### config.mk
export PLATFORM = sky130hd
export DESIGN_NAME = keyed_serial_task_scheduler_core
export DESIGN_NICKNAME = d
export VERILOG_FILES = /design/src/ksts_pkg.sv /design/src/keyed_serial_task_scheduler_core.sv /design/src/ksts_ram.sv
export SDC_FILE = /design/constraint.sdc
export NUM_CORES = 2
export LEC_CHECK = 0
export ABC_AREA = 1
export BUFFER_PORTS_ARGS = -buffer_cell sky130_fd_sc_hd__clkbuf_2
export CAP_MARGIN = 25
export CELL_PAD_IN_SITES_DETAIL_PLACEMENT = 0
export CELL_PAD_IN_SITES_GLOBAL_PLACEMENT = 1
export CORE_MARGIN = 2
export CORE_UTILIZATION = 45
export CTS_CLUSTER_SIZE = 30
export DETAILED_ROUTE_END_ITERATION = 10
export PLACE_DENSITY = 0.84
export SLEW_MARGIN = 10
export SYNTH_ARGS = -nofsm -noshare
export SYNTH_HDL_FRONTEND = slang
export SYNTH_SLANG_ARGS = --single-unit
### constraint.sdc
create_clock -name clk_i -period 9.8 [get_ports clk_i]
set_clock_uncertainty 0.1 [all_clocks]
set_input_delay 1.96 -clock clk_i [delete_from_list [all_inputs] [get_ports clk_i]]
set_output_delay 1.96 -clock clk_i [all_outputs]
set_load 0.01 [all_outputs]
### src/ksts_pkg.sv
// Shared sizes, operation codes and status codes of the keyed serial task scheduler.
package ksts_pkg;

  localparam int unsigned NUM_KEYS    = 16;
  localparam int unsigned WAIT_DEPTH  = 8;
  localparam int unsigned READY_DEPTH = 32;

  localparam int unsigned KIND_W   = 3;
  localparam int unsigned KEY_W    = 4;
  localparam int unsigned TASK_W   = 8;
  localparam int unsigned STATUS_W = 3;

  localparam int unsigned KEY_IDX_W    = (NUM_KEYS > 1) ? $clog2(NUM_KEYS) : 1;
  localparam int unsigned WAIT_PTR_W   = (WAIT_DEPTH > 1) ? $clog2(WAIT_DEPTH) : 1;
  localparam int unsigned WAIT_CNT_W   = $clog2(WAIT_DEPTH + 1);
  localparam int unsigned READY_PTR_W  = $clog2(READY_DEPTH);
  localparam int unsigned READY_CNT_W  = $clog2(READY_DEPTH + 1);
  localparam int unsigned WAIT_ENTRIES = NUM_KEYS * WAIT_DEPTH;
  localparam int unsigned WAIT_ADDR_W  = (WAIT_ENTRIES > 1) ? $clog2(WAIT_ENTRIES) : 1;

  typedef enum logic [KIND_W-1:0] {
    KIND_PLAIN   = 3'd0,
    KIND_KEYED   = 3'd1,
    KIND_RELEASE = 3'd2,
    KIND_DEQUEUE = 3'd3,
    KIND_INIT    = 3'd4
  } kind_e;

  typedef enum logic [STATUS_W-1:0] {
    ST_OK          = 3'd0,
    ST_READY_FULL  = 3'd1,
    ST_WAIT_FULL   = 3'd2,
    ST_READY_EMPTY = 3'd3,
    ST_KEY_UNINIT  = 3'd4
  } status_e;

endpackage

### src/keyed_serial_task_scheduler_core.sv
// Keyed serial task scheduler: a ready deque with per-key serialization FIFOs.
//
// The block takes one operation per transfer on the input channel and returns exactly one result
// transfer for it. Operations are plain enqueue (to the back of the ready queue), keyed enqueue
// (to the front of the ready queue when the key is free, which makes it busy, or else into the
// key's waiting FIFO), release of a key (its oldest waiting task moves to the ready front, or the
// key becomes free), dequeue (pops the ready front) and key initialization (marks the key free and
// empties its FIFO). Error status leaves all state untouched. A new operation can be accepted in
// every cycle while the output side does not stall, so the sustained rate is one operation per
// clock. The operation is captured in an operation register while the waiting-FIFO memory is
// read at the key's head; when it retires, the update is applied and the result register is
// loaded. Both the operation register and the result register hold when the output side
// stalls, and the input stalls only while both are full. There is no clearing pass after reset:
// the waiting memory is read on every acceptance, but only entries written earlier are ever used.
module keyed_serial_task_scheduler_core
  import ksts_pkg::*;
(
  input  logic                clk_i,
  input  logic                rst_ni,
  input  logic                in_valid_i,
  output logic                in_stall_o,
  input  logic [KIND_W-1:0]   kind_i,
  input  logic [KEY_W-1:0]    key_i,
  input  logic [TASK_W-1:0]   task_id_i,
  output logic                out_valid_o,
  input  logic                out_stall_i,
  output logic                task_valid_o,
  output logic [TASK_W-1:0]   task_out_o,
  output logic [STATUS_W-1:0] status_o
);

  // Address of one entry in the shared waiting memory.
  function automatic logic [WAIT_ADDR_W-1:0] wait_addr(input logic [KEY_IDX_W-1:0] idx,
                                                        input logic [WAIT_PTR_W-1:0] ptr);
    wait_addr = WAIT_ADDR_W'(int'(idx) * WAIT_DEPTH + int'(ptr));
  endfunction

  // Handshake and operation register.
  logic              in_accept;
  logic              res_ready;
  logic              s1_fire;
  logic              s1_valid_q;
  logic [KIND_W-1:0] s1_kind_q;
  logic [KEY_W-1:0]  s1_key_q;
  logic [TASK_W-1:0] s1_task_q;

  // Result register.
  logic                out_valid_q;
  logic                task_valid_q;
  logic [TASK_W-1:0]   task_out_q;
  logic [STATUS_W-1:0] status_q;
  logic                res_task_valid;
  logic [TASK_W-1:0]   res_task;
  status_e             res_status;

  // Ready deque.
  logic [TASK_W-1:0]      ready_store_q [READY_DEPTH];
  logic [READY_PTR_W-1:0] ready_head_q, ready_head_d;
  logic [READY_CNT_W-1:0] ready_count_q, ready_count_d;
  logic                   rs_we;
  logic [READY_PTR_W-1:0] rs_waddr;
  logic [TASK_W-1:0]      rs_wdata;
  logic [READY_CNT_W:0]   ready_tail_sum;
  logic [READY_PTR_W-1:0] ready_tail;
  logic [READY_PTR_W-1:0] ready_front;
  logic                   ready_full;

  // Per-key state.
  logic                  key_known_q [NUM_KEYS];
  logic                  key_known_d [NUM_KEYS];
  logic                  key_free_q  [NUM_KEYS];
  logic                  key_free_d  [NUM_KEYS];
  logic [WAIT_PTR_W-1:0] wait_head_q [NUM_KEYS];
  logic [WAIT_PTR_W-1:0] wait_head_d [NUM_KEYS];
  logic [WAIT_CNT_W-1:0] wait_count_q [NUM_KEYS];
  logic [WAIT_CNT_W-1:0] wait_count_d [NUM_KEYS];

  logic [KEY_IDX_W-1:0]  s1_idx;
  logic                  s1_key_ok;
  logic                  s1_in_range;
  logic [WAIT_PTR_W-1:0] s1_wh;
  logic [WAIT_CNT_W-1:0] s1_wc;
  logic [WAIT_CNT_W:0]   wait_tail_sum;
  logic [WAIT_PTR_W-1:0] wait_tail;
  logic [WAIT_PTR_W-1:0] wait_head_next;

  // Waiting memory ports and write-to-read bypass.
  logic                   ws_we;
  logic [WAIT_ADDR_W-1:0] ws_waddr;
  logic [KEY_IDX_W-1:0]   in_idx;
  logic [WAIT_ADDR_W-1:0] ws_raddr;
  logic [TASK_W-1:0]      ws_rdata;
  logic                   byp_hit_q;
  logic [TASK_W-1:0]      byp_data_q;
  logic [TASK_W-1:0]      wait_data;

  // The operation register moves on when the result register is empty or being drained.
  assign res_ready  = !out_valid_q || !out_stall_i;
  assign s1_fire    = s1_valid_q && res_ready;
  assign in_stall_o = s1_valid_q && !res_ready;
  assign in_accept  = in_valid_i && !in_stall_o;

  always_ff @(posedge clk_i or negedge rst_ni) begin
    if (!rst_ni) begin
      s1_valid_q <= 1'b0;
    end else if (in_accept) begin
      s1_valid_q <= 1'b1;
    end else if (s1_fire) begin
      s1_valid_q <= 1'b0;
    end
  end

  always_ff @(posedge clk_i) begin
    if (in_accept) begin
      s1_kind_q <= kind_i;
      s1_key_q  <= key_i;
      s1_task_q <= task_id_i;
    end
  end

  // Key lookup for the operation in flight.
  assign s1_idx      = s1_key_q[KEY_IDX_W-1:0];
  assign s1_in_range = (32'(s1_key_q) < NUM_KEYS);
  assign s1_key_ok   = s1_in_range && key_known_q[s1_idx];
  assign s1_wh       = wait_head_q[s1_idx];
  assign s1_wc       = wait_count_q[s1_idx];

  assign wait_tail_sum  = (WAIT_CNT_W + 1)'(s1_wh) + (WAIT_CNT_W + 1)'(s1_wc);
  assign wait_tail      = (wait_tail_sum >= (WAIT_CNT_W + 1)'(WAIT_DEPTH))
                        ? WAIT_PTR_W'(wait_tail_sum - (WAIT_CNT_W + 1)'(WAIT_DEPTH))
                        : WAIT_PTR_W'(wait_tail_sum);
  assign wait_head_next = (32'(s1_wh) == WAIT_DEPTH - 1) ? '0 : s1_wh + 1'b1;

  // Ready deque pointers: front slot for a push to the front, tail slot for a push to the back.
  assign ready_full     = (ready_count_q == READY_CNT_W'(READY_DEPTH));
  assign ready_front    = (ready_head_q == '0) ? READY_PTR_W'(READY_DEPTH - 1)
                                               : ready_head_q - 1'b1;
  assign ready_tail_sum = (READY_CNT_W + 1)'(ready_head_q) + (READY_CNT_W + 1)'(ready_count_q);
  assign ready_tail     = (ready_tail_sum >= (READY_CNT_W + 1)'(READY_DEPTH))
                        ? READY_PTR_W'(ready_tail_sum - (READY_CNT_W + 1)'(READY_DEPTH))
                        : READY_PTR_W'(ready_tail_sum);

  assign wait_data = byp_hit_q ? byp_data_q : ws_rdata;

  // Operation execution: every change of state happens only on the cycle the operation retires.
  always_comb begin
    key_known_d    = key_known_q;
    key_free_d     = key_free_q;
    wait_head_d    = wait_head_q;
    wait_count_d   = wait_count_q;
    ready_head_d   = ready_head_q;
    ready_count_d  = ready_count_q;
    rs_we          = 1'b0;
    rs_waddr       = ready_front;
    rs_wdata       = s1_task_q;
    ws_we          = 1'b0;
    ws_waddr       = wait_addr(s1_idx, wait_tail);
    res_task_valid = 1'b0;
    res_task       = '0;
    res_status     = ST_OK;

    if (s1_fire) begin
      unique case (kind_e'(s1_kind_q))
        KIND_PLAIN: begin
          if (ready_full) begin
            res_status = ST_READY_FULL;
          end else begin
            rs_we         = 1'b1;
            rs_waddr      = ready_tail;
            ready_count_d = ready_count_q + 1'b1;
          end
        end
        KIND_KEYED: begin
          if (!s1_key_ok) begin
            res_status = ST_KEY_UNINIT;
          end else if (key_free_q[s1_idx]) begin
            if (ready_full) begin
              res_status = ST_READY_FULL;
            end else begin
              rs_we              = 1'b1;
              ready_head_d       = ready_front;
              ready_count_d      = ready_count_q + 1'b1;
              key_free_d[s1_idx] = 1'b0;
            end
          end else if (s1_wc == WAIT_CNT_W'(WAIT_DEPTH)) begin
            res_status = ST_WAIT_FULL;
          end else begin
            ws_we                = 1'b1;
            wait_count_d[s1_idx] = s1_wc + 1'b1;
          end
        end
        KIND_RELEASE: begin
          if (!s1_key_ok) begin
            res_status = ST_KEY_UNINIT;
          end else if (s1_wc == '0) begin
            key_free_d[s1_idx] = 1'b1;
          end else if (ready_full) begin
            res_status = ST_READY_FULL;
          end else begin
            // The oldest waiting task was read from memory when this operation was accepted.
            rs_we                = 1'b1;
            rs_wdata             = wait_data;
            ready_head_d         = ready_front;
            ready_count_d        = ready_count_q + 1'b1;
            wait_head_d[s1_idx]  = wait_head_next;
            wait_count_d[s1_idx] = s1_wc - 1'b1;
          end
        end
        KIND_DEQUEUE: begin
          if (ready_count_q == '0) begin
            res_status = ST_READY_EMPTY;
          end else begin
            res_task_valid = 1'b1;
            res_task       = ready_store_q[ready_head_q];
            ready_head_d   = (32'(ready_head_q) == READY_DEPTH - 1) ? '0
                                                                    : ready_head_q + 1'b1;
            ready_count_d  = ready_count_q - 1'b1;
          end
        end
        KIND_INIT: begin
          if (!s1_in_range) begin
            res_status = ST_KEY_UNINIT;
          end else begin
            key_known_d[s1_idx]  = 1'b1;
            key_free_d[s1_idx]   = 1'b1;
            wait_head_d[s1_idx]  = '0;
            wait_count_d[s1_idx] = '0;
          end
        end
        default: begin
          // Unused operation codes change nothing and report success.
        end
      endcase
    end
  end

  always_ff @(posedge clk_i or negedge rst_ni) begin
    if (!rst_ni) begin
      ready_head_q  <= '0;
      ready_count_q <= '0;
      for (int i = 0; i < NUM_KEYS; i++) begin
        key_known_q[i]  <= 1'b0;
        key_free_q[i]   <= 1'b0;
        wait_head_q[i]  <= '0;
        wait_count_q[i] <= '0;
      end
    end else begin
      ready_head_q  <= ready_head_d;
      ready_count_q <= ready_count_d;
      key_known_q   <= key_known_d;
      key_free_q    <= key_free_d;
      wait_head_q   <= wait_head_d;
      wait_count_q  <= wait_count_d;
    end
  end

  always_ff @(posedge clk_i) begin
    if (rs_we) begin
      ready_store_q[rs_waddr] <= rs_wdata;
    end
  end

  // The waiting memory is read at acceptance, at the head the key will have once the
  // retiring operation has updated it. A write by that same operation to the entry being
  // read is caught by the bypass register.
  assign in_idx   = key_i[KEY_IDX_W-1:0];
  assign ws_raddr = wait_addr(in_idx, wait_head_d[in_idx]);

  always_ff @(posedge clk_i or negedge rst_ni) begin
    if (!rst_ni) begin
      byp_hit_q <= 1'b0;
    end else if (in_accept) begin
      byp_hit_q <= ws_we && (ws_waddr == ws_raddr);
    end
  end

  always_ff @(posedge clk_i) begin
    if (in_accept) begin
      byp_data_q <= s1_task_q;
    end
  end

  ksts_ram #(
    .WIDTH(TASK_W),
    .DEPTH(WAIT_ENTRIES)
  ) u_wait_ram (
    .clk_i  (clk_i),
    .we_i   (ws_we),
    .waddr_i(ws_waddr),
    .wdata_i(s1_task_q),
    .re_i   (in_accept),
    .raddr_i(ws_raddr),
    .rdata_o(ws_rdata)
  );

  // Result register: loads when an operation retires, drains on an output transfer.
  always_ff @(posedge clk_i or negedge rst_ni) begin
    if (!rst_ni) begin
      out_valid_q <= 1'b0;
    end else if (s1_fire) begin
      out_valid_q <= 1'b1;
    end else if (!out_stall_i) begin
      out_valid_q <= 1'b0;
    end
  end

  always_ff @(posedge clk_i) begin
    if (s1_fire) begin
      task_valid_q <= res_task_valid;
      task_out_q   <= res_task;
      status_q     <= res_status;
    end
  end

  assign out_valid_o  = out_valid_q;
  assign task_valid_o = task_valid_q;
  assign task_out_o   = task_out_q;
  assign status_o     = status_q;

`ifndef SYNTHESIS
  a_count_bound: assert property (@(posedge clk_i) disable iff (!rst_ni)
    32'(ready_count_q) <= READY_DEPTH)
    else $error("ready queue count exceeds its depth");

  a_task_ok: assert property (@(posedge clk_i) disable iff (!rst_ni)
    out_valid_o && task_valid_o |-> status_o == ST_OK)
    else $error("returned task without ok status");

  a_task_zero: assert property (@(posedge clk_i) disable iff (!rst_ni)
    out_valid_o && !task_valid_o |-> task_out_o == '0)
    else $error("task output not zero without a returned task");

  a_deq_hit: assert property (@(posedge clk_i) disable iff (!rst_ni)
    s1_fire && s1_kind_q == KIND_DEQUEUE && ready_count_q != '0
      |=> out_valid_o && task_valid_o)
    else $error("dequeue on a non-empty queue returned no task");
`endif

endmodule

### src/ksts_ram.sv
// Generic single-write, single-read RAM with a registered read port.
module ksts_ram #(
  parameter int unsigned WIDTH = 8,
  parameter int unsigned DEPTH = 128
) (
  input  logic                     clk_i,
  input  logic                     we_i,
  input  logic [$clog2(DEPTH)-1:0] waddr_i,
  input  logic [WIDTH-1:0]         wdata_i,
  input  logic                     re_i,
  input  logic [$clog2(DEPTH)-1:0] raddr_i,
  output logic [WIDTH-1:0]         rdata_o
);

  logic [WIDTH-1:0] mem_q [DEPTH];
  logic [WIDTH-1:0] rdata_q;

  always_ff @(posedge clk_i) begin
    if (we_i) begin
      mem_q[waddr_i] <= wdata_i;
    end
    if (re_i) begin
      rdata_q <= mem_q[raddr_i];
    end
  end

  assign rdata_o = rdata_q;

endmodule
# After elaboration in Yosys (flattened, before gate mapping)
# Memories as Yosys holds them, arrays and structs flattened. A register that Yosys moved wholly into a read port is not among the register bits.
# Cells that the tools add are included.
# classes
add_sub_neg	13
magnitude_cmp	5
mux	99
bitwise	11
eq_ne	20
n_reduce_logical	24
# ops
operator	count
$mux W64	6
$mux W48	4
$pmux W64 S3	1
$bwmux W64	2
$pmux W48 S2	1
$mux W16	5
$and A64 B64 Y64	1
$not A64 Y64	1
$mux W5	12
$and A48 B48 Y48	1
$bwmux W48	1
$mux W8	6
$not A48 Y48	1
$pmux W16 S3	1
$mux W6	6
$mux W3	11
$or A16 B16 Y16	2
$mux W1	26
$bmux W3 S4	2
$pmux W6 S4	1
$reduce_and A7 Y1	3
$ne A2 B2 Y1 const B	10
$and A16 B16 Y16	1
$bmux W4 S4	1
48 further kinds	66
# word_totals
ff_bits	185
output_inout_bits	14
wordCells	249
mem_count	2
ramBits	1280
in_bits	19
# memory_table
memory	depth	word_bits	read_ports	rd_clocked_by_memory_dff	write_ports	line	text
u_wait_ram.mem_q	128	8	1	1	1	ksts_ram.sv:15	logic [WIDTH-1:0] mem_q [DEPTH];
ready_store_q	32	8	1	1	1	keyed_serial_task_scheduler_core.sv:57	logic [TASK_W-1:0] ready_store_q [READY_DEPTH];

# Depth between registers and ports, before layout
# depth
word_depth	18
depth_mapped	36

# Hierarchy
# Synthesis repeated with hierarchy kept, for this count alone.
# hier_totals
hier_cells	6096
hier_area_um2	64713.3
# modules_own_cells
mod	n_inst	cells_per_inst	seq_area_each_um2	area_per_inst_um2
ksts_ram	1	3575	30989.7	42184.2
keyed_serial_task_scheduler_core	1	2521	12692.2	22529.1

# Least setup slack after synthesis
# No wires, ideal clock.
# synth_timing
path_type	input to register
from	input port out_stall_i
to	memory ready_store_q[0][0], data pin
setup_slack_ns	3.987
required_time_ns	9.246
stages	9
arrival_ns	5.259
n_path_buf	2
path_cell_list	nand2_1 inv_1 nor2_1 inv_1 nor2_2 clkbuf_1 nand3_1 clkbuf_1 o21ai_0
# synth_via
elab_chain_len	4
# synth_lines
item	line	text
from (decl)	keyed_serial_task_scheduler_core.sv:26	input logic out_stall_i,
$logic_not A1 Y1	n/a	
$logic_or A1 B1 Y1	keyed_serial_task_scheduler_core.sv:98	assign res_ready = !out_valid_q || !out_stall_i;
$logic_and A1 B1 Y1	keyed_serial_task_scheduler_core.sv:99	assign s1_fire = s1_valid_q && res_ready;
via s1_fire	keyed_serial_task_scheduler_core.sv:41	logic s1_fire;
$mux W8	keyed_serial_task_scheduler_core.sv:162	if (s1_fire) begin
via rs_wdata[0]	keyed_serial_task_scheduler_core.sv:62	logic [TASK_W-1:0] rs_wdata;
to (decl)	keyed_serial_task_scheduler_core.sv:57	
# The timed path passes the listed nets, and every way through them passes these cells.

# Final worst setup path
# layout_timing
from	register s1_key_q[1] (netlist: s1_idx[1])
to	register u_wait_ram.rdata_q[1] (netlist: u_wait_ram.rdata_o[1]) (read register of u_wait_ram.mem_q), data pin
# layout_via
elab_chain_len	16
# layout_lines
item	line	text
from (decl)	keyed_serial_task_scheduler_core.sv:44	logic [KEY_W-1:0] s1_key_q;
from (signal assigned)	keyed_serial_task_scheduler_core.sv:116	s1_key_q <= key_i;
$not A4 Y5 (not written as such) (*)	n/a	
$bmux W3 S4	keyed_serial_task_scheduler_core.sv:125	assign s1_wh = wait_head_q[s1_idx];
$mux W3 (not written as such) (2 in series)	keyed_serial_task_scheduler_core.sv:125	
$add A3 B1 Y3 or $eq A3 B3 Y1 (tied branches)	keyed_serial_task_scheduler_core.sv:132	assign wait_head_next = (32'(s1_wh) == WAIT_DEPTH - 1) ? '0 : s1_wh + 1'b1;
$mux W3	keyed_serial_task_scheduler_core.sv:132	
$bwmux W48	keyed_serial_task_scheduler_core.sv:205	wait_head_d[s1_idx] = wait_head_next;
$mux W48	keyed_serial_task_scheduler_core.sv:197	end else if (ready_full) begin
$mux W48	keyed_serial_task_scheduler_core.sv:195	end else if (s1_wc == '0) begin
$mux W48	keyed_serial_task_scheduler_core.sv:193	if (!s1_key_ok) begin
$pmux W48 S2 (*)	keyed_serial_task_scheduler_core.sv:163	unique case (kind_e'(s1_kind_q))
$mux W48 (*)	keyed_serial_task_scheduler_core.sv:162	
$bmux W3 S4 (*)	keyed_serial_task_scheduler_core.sv:267	assign ws_raddr = wait_addr(in_idx, wait_head_d[in_idx]);
$mux W3 (not written as such) (*) (2 in series)	keyed_serial_task_scheduler_core.sv:267	
$add A7 B3 Y7 (*)	keyed_serial_task_scheduler_core.sv:35	wait_addr = WAIT_ADDR_W'(int'(idx) * WAIT_DEPTH + int'(ptr));
to (decl)	ksts_ram.sv:16	logic [WIDTH-1:0] rdata_q;
# Mark *: on every way between the ends. The rest lies on a longest branch, timed or not. The select of a mux whose other input is x is not followed.
# A chain may end at the register's enable or synchronous reset.

==> results.sh <==
export IMPL_synth_most_common_cell="edfxtp_1"
export IMPL_grt_remaining_overflow=0
export IMPL_cts_root_buf="clkbuf_16"
export IMPL_rows=141
export IMPL_maxSlewViolCount=0
export IMPL_post_route_period_util_pct=93.77
export IMPL_grt_pass1_wl_um=284500
export IMPL_p_clk_share_pct=36.1
export IMPL_maxCapViolCount=0
export IMPL_synth_top_cell_area_share_pct=59.12
export IMPL_synthToLayoutAreaGrowth_pct=9.785
export IMPL_pwr_share_comb_pct=19.4
export IMPL_clk_latency_ns=0.81
export IMPL_htreeDepth=4
export IMPL_die_w_um=390.4
export IMPL_fin_tns_setup_ns=0
export IMPL_power_density_nw_per_um2=219.3
export IMPL_layout_min_cycle_time_ns=9.189
export IMPL_place_gp_congestion=0.8856
export IMPL_cts_sinks=1481
export IMPL_synth_area_leader_cell="edfxtp_1"
export IMPL_synth_edff_count=1323
export IMPL_holdWs_ns=0.3545
export IMPL_cts_clk_slew_worst_paths_ns=0.06
export IMPL_nets=6390
export IMPL_syn_avg_cell_area_sq_um=10.39
export IMPL_worstPathMaxFanout=131
export IMPL_switching_share_pct=30.49
export IMPL_vias=48080
export IMPL_endpoint="u_wait_ram.rdata_o[1]"
export IMPL_drt_iter0_drc=6727
export IMPL_hp_class="flop to flop"
export IMPL_clock_path_buffers=3
export IMPL_rsz0062_at_grt="no"
export IMPL_syn_nets=6504
export IMPL_peakVddDrop_mv=0.1972
export IMPL_postCtsSetupBuffers=0
export IMPL_reg2reg_depth=28
export IMPL_ys_ff_latch=1481
export IMPL_numCtsBuffers=155
export IMPL_fillerInstances=12914
export IMPL_drive_above_1_share_pct=5.932
export IMPL_wire_per_inst_um=22.39
export IMPL_hold_buffers=0
export IMPL_synth_cell_types=47
export IMPL_critPathLaunchType="flop"
export IMPL_drc=0
export IMPL_crit_top_cell="nand3_1"
export IMPL_crit_arrival_ns=9.75
export IMPL_leakagePower_nw=28.36
export IMPL_synth_area_leaders="edfxtp_1 (59%), nand3_1 (7.9%), nand2_1 (7.4%), dfrtp_1 (5.9%), inv_1 (4.1%)"
export IMPL_fmax_mhz=108.8
export IMPL_yosysWarnings=0
export IMPL_tightest_slew_ns=1.267
export IMPL_syn_inst=6465
export IMPL_die_h_um=390.4
export IMPL_netlist_area_sq_um=67200
export IMPL_cts_resized=0
export IMPL_grt_pass1_vias=45549
export IMPL_hpwlAfterDp_um=105400
export IMPL_grt_max_degree=219
export IMPL_routed_via_density=5.722
export IMPL_required_ns=10.36
export IMPL_power_frac_seq_pct=44.5
export IMPL_status="completed"
export IMPL_drt_pass1_iterations=6
export IMPL_maxSlewHeadroom_pct=15.56
export IMPL_switching_power_mw=4.932
export IMPL_grt_antenna_before_repair=3
export IMPL_endpoint_kind="flop"
export IMPL_die_area_sq_um=152400
export IMPL_crit_start="s1_idx[1]"
export IMPL_ys_flop_type="edfxtp_1"
export IMPL_grt_usage_pct=24.41
export IMPL_yosysSeqAreaShare_pct=65.01
export IMPL_netlist_top_cells_count="edfxtp_1 (1323), nand2_1 (1319), nand3_1 (1062), inv_1 (730), nor2_1 (407)"
export IMPL_io_buffer_count=32
export IMPL_ant_nets=0
export IMPL_finalSetupViolCount=0
export IMPL_cts_tree="done"
export IMPL_core_sq_um=148000
export IMPL_io_pins=33
export IMPL_critPathSlowestCell="edfxtp_1"
export IMPL_rr_startpoint="s1_idx[1]"
export IMPL_max_stage_delay_ns=0.85
export IMPL_finalHoldViolCount=0
export IMPL_start_util_pct=45.40
export IMPL_final_util_pct=49.84
export IMPL_antenna_cells=0
export IMPL_path_class="flop to flop"
export IMPL_synthArstFlopShare_pct=10.67
export IMPL_r2r_slack_ns=0.61
export IMPL_reg2reg_to="u_wait_ram.rdata_o[1]"
export IMPL_drt_wl_total_um=188200
export IMPL_intPower_mw=11.24
power groups by stage:
stage	Sequential [mW]	Clock [mW]	Combinational (mW)
after detailed placement	7.32	0	3.07
after CTS	7.19	5.90	3.08
after floorplan	7.33	0	2.00
after global placement	7.32	0	3.01
final	7.20	5.84	3.14
after global routing	7.21	6.13	3.41
metal layers:
layer	global-route usage, %	share of wire [%]	wire length [um]	vias to the layer above
met1	35.22	42	78540	23318
met2	37.53	46	85630	2466
met5	0	0	0	-
li1	-	-	-	21926
met3	4.065	9.6	18140	370
met4	8.213	3.1	5858	0
placed cells by master (no fill, tap or decap), types with 12 or more instances in the layout:
cell type	count
xor2_1	15
clkinv_2	17
bufinv_16	14
o211ai_1	24
nor2_2	14
o21bai_1	12
edfxtp_1	1323
buf_4	67
clkbuf_1	37
clkbuf_16	157
o21ai_0	318
nor2_1	407
o22ai_1	107
a21oi_1	57
clkinv_1	34
nand4_1	18
ha_1	17
inv_1	727
o31ai_1	17
nand3b_1	360
inv_2	17
dfrtp_1	157
clkbuf_2	30
a22oi_1	15
o21ai_1	17
nand2_1	1318
nand3_1	1061
registers in the layout (all words and copies together) (netlist names), named ones only:
register            cells
byp_data_q              8
byp_hit_q               1
key_known_q            16
out_valid_o             1
ready_count_q           6
ready_head_q            5
ready_store_q         256
s1_idx                  4
s1_kind_q               3
s1_task_q               8
s1_valid_q              1
status_o                3
task_out_o              8
task_valid_o            1
u_wait_ram.mem_q     1024
u_wait_ram.rdata_o      8
wait_count_q           16
wait_head_q            48
stage by stage:
stage                     worst slack [ns]  cell area (sq um)  power (mW)  std cells
after detailed placement            0.9101              68730       10.39       8122
after CTS                           0.9014              73720       16.17       8401
final                               0.6110              73770       16.18       8403
after floorplan                      3.987              67200       9.327       6465
after global routing                0.1198              73770       16.75       8403
after global placement              0.9765              68680       10.33       8120
how the worst min path moves through the flow:
stage / startpoint / depth (start not counted) / slack (ns) / endpoint
finish: key_known_q[13] / 2 / 0.35 / key_known_q[13]
global route: key_known_q[8] / 1 / 0.38 / key_known_q[8]
CTS: key_known_q[13] / 2 / 0.36 / key_known_q[13]
detailed placement: key_known_q[13] / 2 / 0.34 / key_known_q[13]
global placement: key_known_q[3] / 2 / 0.34 / key_known_q[3]
floorplan: key_known_q[13] / 2 / 0.32 / key_known_q[13]
area by class of cell:
class / count / area, sq um / share of cell area [%]
multi-input cells: 3849 / 18860 / 25.56
clock inverters: 84 / 903.4 / 1.225
repair buffers: 113 / 994.7 / 1.348
clock buffers: 195 / 4081 / 5.533
well taps: 1930 / 2415 / 3.273
flip-flops and latches: 1481 / 43690 / 59.22
inverters: 751 / 2833 / 3.840
cells by family (layout without fill, tap and decap cells):
kind of cell	Yosys count	count (layout)	share of synthesized area [%]
flip-flops	1481	1481	65.01
AO/OA/AOI/OAI	609	609	5.160
adder cells (fa/ha/maj)	20	20	0.4059
XOR/XNOR	20	20	0.2607
AND/OR/NAND/NOR	3200	3200	22.10
buffers and inverters	1135	1143	7.065
critical path, delay by kind of cell (launching register included):
kind,cells,cell delay [ns]
and+or+nand+nor,18,4.13
buffers and inverters,6,2.68
DFF,1,0.85
AOI/OAI and AO/OA,3,0.74
adders and majority gates,1,0.23
No activity file was read; power rests on OpenSTA's default activity.
